--- src/rtl/core/uv_sphere_vertex_generator_assert.svh ---
// Assertion macros for the UV-sphere vertex generator.
// Included by modules that check their own pipeline; needs i_clk and i_rst_n in scope.
`ifndef UV_SPHERE_VERTEX_GENERATOR_ASSERT_SVH
`define UV_SPHERE_VERTEX_GENERATOR_ASSERT_SVH

// same-cycle implication
`define UVS_ASSERT_IMP(lbl, ante, cons, msg) \
    lbl: assert property (@(posedge i_clk) disable iff (!i_rst_n) (ante) |-> (cons)) \
        else $error(msg);

// next-cycle implication
`define UVS_ASSERT_NXT(lbl, ante, cons, msg) \
    lbl: assert property (@(posedge i_clk) disable iff (!i_rst_n) (ante) |=> (cons)) \
        else $error(msg);

`endif

--- src/rtl/core/uvs_pkg.sv ---
// Shared types and constants for the UV-sphere vertex generator.
// No dependencies.
package uvs_pkg;

    localparam int TURN_BITS       = 32;
    localparam int DIV_BITS_PER_ST = 4;
    localparam int CDC_STEPS       = 30;
    localparam int CDC_PER_ST      = 2;
    localparam int CDC_W           = 34;

    localparam logic signed [CDC_W-1:0] CDC_GAIN = 34'sd652032874;
    localparam logic [31:0]             PI_Q30   = 32'd3373259426;

    localparam logic signed [CDC_W-1:0] ATAN_Q30 [CDC_STEPS] = '{
        34'sd843314857, 34'sd497837829, 34'sd263043837, 34'sd133525159, 34'sd67021687,
        34'sd33543516,  34'sd16775851,  34'sd8388437,   34'sd4194283,   34'sd2097149,
        34'sd1048576,   34'sd524288,    34'sd262144,    34'sd131072,    34'sd65536,
        34'sd32768,     34'sd16384,     34'sd8192,      34'sd4096,      34'sd2048,
        34'sd1024,      34'sd512,       34'sd256,       34'sd128,       34'sd64,
        34'sd32,        34'sd16,        34'sd8,         34'sd4,         34'sd2
    };

    typedef enum logic [1:0] {
        CFG_RADIUS = 2'd0,
        CFG_SLICES = 2'd1,
        CFG_STACKS = 2'd2
    } t_cfg_idx;

    typedef logic signed [CDC_W-1:0] t_cdc;

    typedef struct packed {
        t_cdc cos_v;
        t_cdc sin_v;
    } t_sincos;

endpackage

--- src/rtl/core/uvs_div.sv ---
// Pipelined restoring divider giving a 32-bit turn fraction, 4 quotient bits per stage.
// Depends on uvs_pkg.
module uvs_div
    import uvs_pkg::*;
#(
    parameter int IB = 8
) (
    input  logic              i_clk,
    input  logic              i_rst_n,
    input  logic              i_en,
    input  logic              i_vld,
    input  logic [IB-1:0]     i_num,
    input  logic [IB:0]       i_den,
    input  logic [IB-1:0]     i_low,
    output logic              o_vld,
    output logic [TURN_BITS-1:0] o_quo
);

    localparam int RW = IB + 2;
    localparam int NS = TURN_BITS / DIV_BITS_PER_ST;

    logic [RW-1:0]        r_rem [NS];
    logic [TURN_BITS-1:0] r_quo [NS];
    logic [NS-1:0]        r_vld;
    logic [RW-1:0]        rem0;
    logic [RW-1:0]        den_w;
    logic [TURN_BITS-1:0] low_w;

    assign den_w = {1'b0, i_den};
    assign low_w = {{(TURN_BITS-IB){1'b0}}, i_low};
    assign rem0  = ({2'b00, i_num} >= den_w) ? ({2'b00, i_num} - den_w) : {2'b00, i_num};

    for (genvar s = 0; s < NS; s++) begin : g_st
        logic [RW-1:0]        src_rem;
        logic [TURN_BITS-1:0] src_quo;
        logic                 src_vld;
        logic [RW-1:0]        n_rem;
        logic [TURN_BITS-1:0] n_quo;

        if (s == 0) begin : g_first
            assign src_rem = rem0;
            assign src_quo = '0;
            assign src_vld = i_vld;
        end else begin : g_next
            assign src_rem = r_rem[s-1];
            assign src_quo = r_quo[s-1];
            assign src_vld = r_vld[s-1];
        end

        always_comb begin
            n_rem = src_rem;
            n_quo = src_quo;
            for (int b = 0; b < DIV_BITS_PER_ST; b++) begin
                n_rem = {n_rem[RW-2:0], low_w[TURN_BITS-1-(DIV_BITS_PER_ST*s+b)]};
                if (n_rem >= den_w) begin
                    n_rem = n_rem - den_w;
                    n_quo = {n_quo[TURN_BITS-2:0], 1'b1};
                end else begin
                    n_quo = {n_quo[TURN_BITS-2:0], 1'b0};
                end
            end
        end

        always_ff @(posedge i_clk) begin
            if (!i_rst_n) begin
                r_vld[s] <= 1'b0;
            end else if (i_en) begin
                r_vld[s] <= src_vld;
            end
        end

        always_ff @(posedge i_clk) begin
            if (i_en) begin
                r_rem[s] <= n_rem;
                r_quo[s] <= n_quo;
            end
        end
    end

    assign o_vld = r_vld[NS-1];
    assign o_quo = r_quo[NS-1];

endmodule

--- config.mk ---
export PLATFORM = sky130hd
export DESIGN_NAME = uvs_div
export DESIGN_NICKNAME = d
export VERILOG_FILES = /design/src/rtl/core/uv_sphere_vertex_generator_assert.svh /design/src/rtl/core/uvs_pkg.sv /design/src/rtl/core/uvs_div.sv
export SDC_FILE = /design/constraint.sdc
export NUM_CORES = 1
export LEC_CHECK = 0
export ABC_AREA = 1
export BUFFER_PORTS_ARGS = -buffer_cell sky130_fd_sc_hd__buf_4
export CAP_MARGIN = 20
export CORE_MARGIN = 3
export CORE_UTILIZATION = 55
export CTS_BUF_LIST = sky130_fd_sc_hd__clkbuf_8
export CTS_CLUSTER_DIAMETER = 100
export DETAILED_ROUTE_END_ITERATION = 7
export GPL_TIMING_DRIVEN = 0
export PLACE_DENSITY_LB_ADDON = 0.1
export SYNTH_ARGS = -nofsm -noshare
export SYNTH_HDL_FRONTEND = slang
export SYNTH_SLANG_ARGS = --single-unit
--- constraint.sdc ---
create_clock -name i_clk -period 12.2 [get_ports i_clk]
set_clock_uncertainty 0.15 [all_clocks]
set_input_delay 1.22 -clock i_clk [delete_from_list [all_inputs] [get_ports i_clk]]
set_output_delay 1.22 -clock i_clk [all_outputs]
set_load 0.005 [all_outputs]
==> impl_metrics.env <==
export IMPL_postCtsHoldBufs=0
export IMPL_crit_cells=51
export IMPL_tightestPinTransition_ns=1.01
export IMPL_final_cell_mix="787 x nand2_1, 337 x inv_1, 278 x ha_1, 207 x edfxtp_1, 179 x nand3_1"
export IMPL_finalCriticalPeriod_ns=10.01
export IMPL_clkLatencyLatePin_ns=0.60
export IMPL_post_cts_resized=0
export IMPL_numClockSinks=215
export IMPL_synth_top_cell_area_share_pct=28.9
export IMPL_grt_pass1_wl_mm=86.3
export IMPL_post_cts_buffers=0
export IMPL_clockBufferDepth=3
export IMPL_start_util_pct=56.4
export IMPL_crit_type="in2reg"
export IMPL_drive_above_1_share_pct=9.13
export IMPL_grt_pass1_vias=18200
export IMPL_drc=0
export IMPL_post_route_period_util_pct=82.1
export IMPL_yosysWarningCount=0
export IMPL_rsz0062_at_grt="false"
export IMPL_ys_flop_type="edfxtp_1"
export IMPL_drt_iter0_drc=1121
export IMPL_via_count=18900
export IMPL_ant_nets=0
export IMPL_netlist_instances=2792
export IMPL_critPathMaxFanout=21
export IMPL_path_buf_inv=16
export IMPL_placed_cells=3373
export IMPL_synth_seq_cells=215
export IMPL_synth_seq_area_share_pct=29.7
export IMPL_cpLargestDelayFamily="buffers and inverters"
export IMPL_antenna_found_initial=0
export IMPL_final_common_cell="nand2_1"
export IMPL_root_buffer="clkbuf_8"
export IMPL_overflow=0
export IMPL_syn_num_nets=3113
export IMPL_whs_path_depth=0
export IMPL_numPortBuffers=61
export IMPL_grt_max_degree=130
export IMPL_maxSlewViolCount=0
export IMPL_dieArea_sq_mm=0.0415
export IMPL_dp_slack_ns=1.70
export IMPL_htreeDepth=2
export IMPL_finalWirelength_mm=51.7
export IMPL_fmax_mhz=99.9
export IMPL_clkSlewWorstSetupHoldPaths_ns=0.06
export IMPL_rows=71
export IMPL_hold_violations=0
export IMPL_viasPerCell=5.48
export IMPL_die_w_microns=204
export IMPL_setup_viol_count_final=0
export IMPL_async_flop_share_pct=0
export IMPL_finalNetCount=3225
export IMPL_hpwl_mm=37.8
export IMPL_setup_tns_ns=0
export IMPL_gp_routability_congestion=0.897
export IMPL_dr_pass1_iters=5
export IMPL_routedWlPerCell_microns=15.0
export IMPL_status="finished clean"
export IMPL_reg2regPathDepth=40
export IMPL_timing_final_ws_setup_ns=2.19
export IMPL_endpoint_kind="flip-flop"
export IMPL_worstPathRequired_ns=12.51
export IMPL_synthDistinctLibCells=54
export IMPL_synth_edf_count=207
export IMPL_diodes=0
export IMPL_arrival_ns=10.32
export IMPL_syn2layout_area_growth_pct=10.1
export IMPL_critPathLaunchType="input pin"
export IMPL_slowest_delay_ns=0.70
export IMPL_syn_area_sq_mm=0.0215
export IMPL_syn_avg_cell_area_sq_um=7.70
export IMPL_io_pins=62
export IMPL_numCtsBuffers=40
export IMPL_drv_cap=0
export IMPL_track_usage_pct=25.1
export IMPL_layout_cells_non_filler=3446
export IMPL_yosysTopAreaCell="edfxtp_1"
export IMPL_cts_tree="yes"
export IMPL_relSlewSlack_pct=32.7
export IMPL_hold_class="reg2reg"
export IMPL_crit_top_cell="nand2_1"
export IMPL_die_h_microns=204
export IMPL_synth_area_leaders="edfxtp_1 29%, ha_1 16%, nand2_1 14%"
export IMPL_slowest_stage="buf_2"
export IMPL_coreArea_sq_mm=0.0381
synth_stat cells, types with 7 or more instances:
cell type  count
nand2_1      787
inv_1        340
ha_1         278
edfxtp_1     207
nand3_1      179
a21oi_1      161
o21ai_0      136
nor2_1       135
xnor2_1      101
xor2_1        92
nand4_1       51
a31oi_1       34
a21o_1        26
or2_2         26
o21bai_1      22
buf_2         18
nor3_1        18
o21ai_1       15
fa_1          14
nand3_2       14
nand2_2       11
nand3b_1      11
or2_1          9
a41oi_1        8
buf_6          8
dfxtp_1        8
a21oi_2        7
and2_1         7
cell type report:
class	count	area, sq um
repair buffers	70	653
inverters	345	1290
plain buffers	36	238
clock buffers	41	564
multi-input cells	2196	13600
flip-flops and latches	215	6380
fillers	3414	14400
well taps	511	639
clock inverters	32	314
cell families after synthesis:
group,count (synthesis),synth area share (%)
AOI/OAI and AO/OA,443,12.0
xor gates and xnor gates,193,7.86
adders and majority gates,292,17.5
buffers and inverters,381,7.13
DFF,215,29.7
and+or+nand+nor,1268,25.8
per-stage QoR:
stage	util, %	hold slack, ns	cell area, sq um
floorplan	-	0.250	21500
global placement	59.3	0.250	22600
detailed placement	59.8	0.255	22800
CTS	62.1	0.258	23700
global route	62.1	0.272	23700
finish	62.1	0.263	23700
metal layers:
metal | GRT usage (%) | vias up | part of all wire [%]
met3 | 3.45 | 106 | 3.9
met5 | 0 | - | 0
met1 | 31.7 | 8741 | 45
met4 | 7.79 | 0 | 2.7
met2 | 44.5 | 363 | 49
li1 | - | 9666 | -
path summary, 6_finish.rpt:
path,startpoint,slack (ns),to
max,i_den[0],2.19,r_rem[1][8]
min,r_quo[1][65],0.26,r_quo[1][101]
max reg2reg,r_rem[5][4],4.02,r_rem[6][8]
min reg2reg,r_quo[1][65],0.26,r_quo[1][101]
registers in the layout, summed over array words and instances (netlist names):
name and count:
g_st.src_vld 7, o_vld 1, r_quo 144, r_rem 63
Power is not shown: default switching activity piles up to over one toggle a cycle in this logic, so the estimate is an artifact.
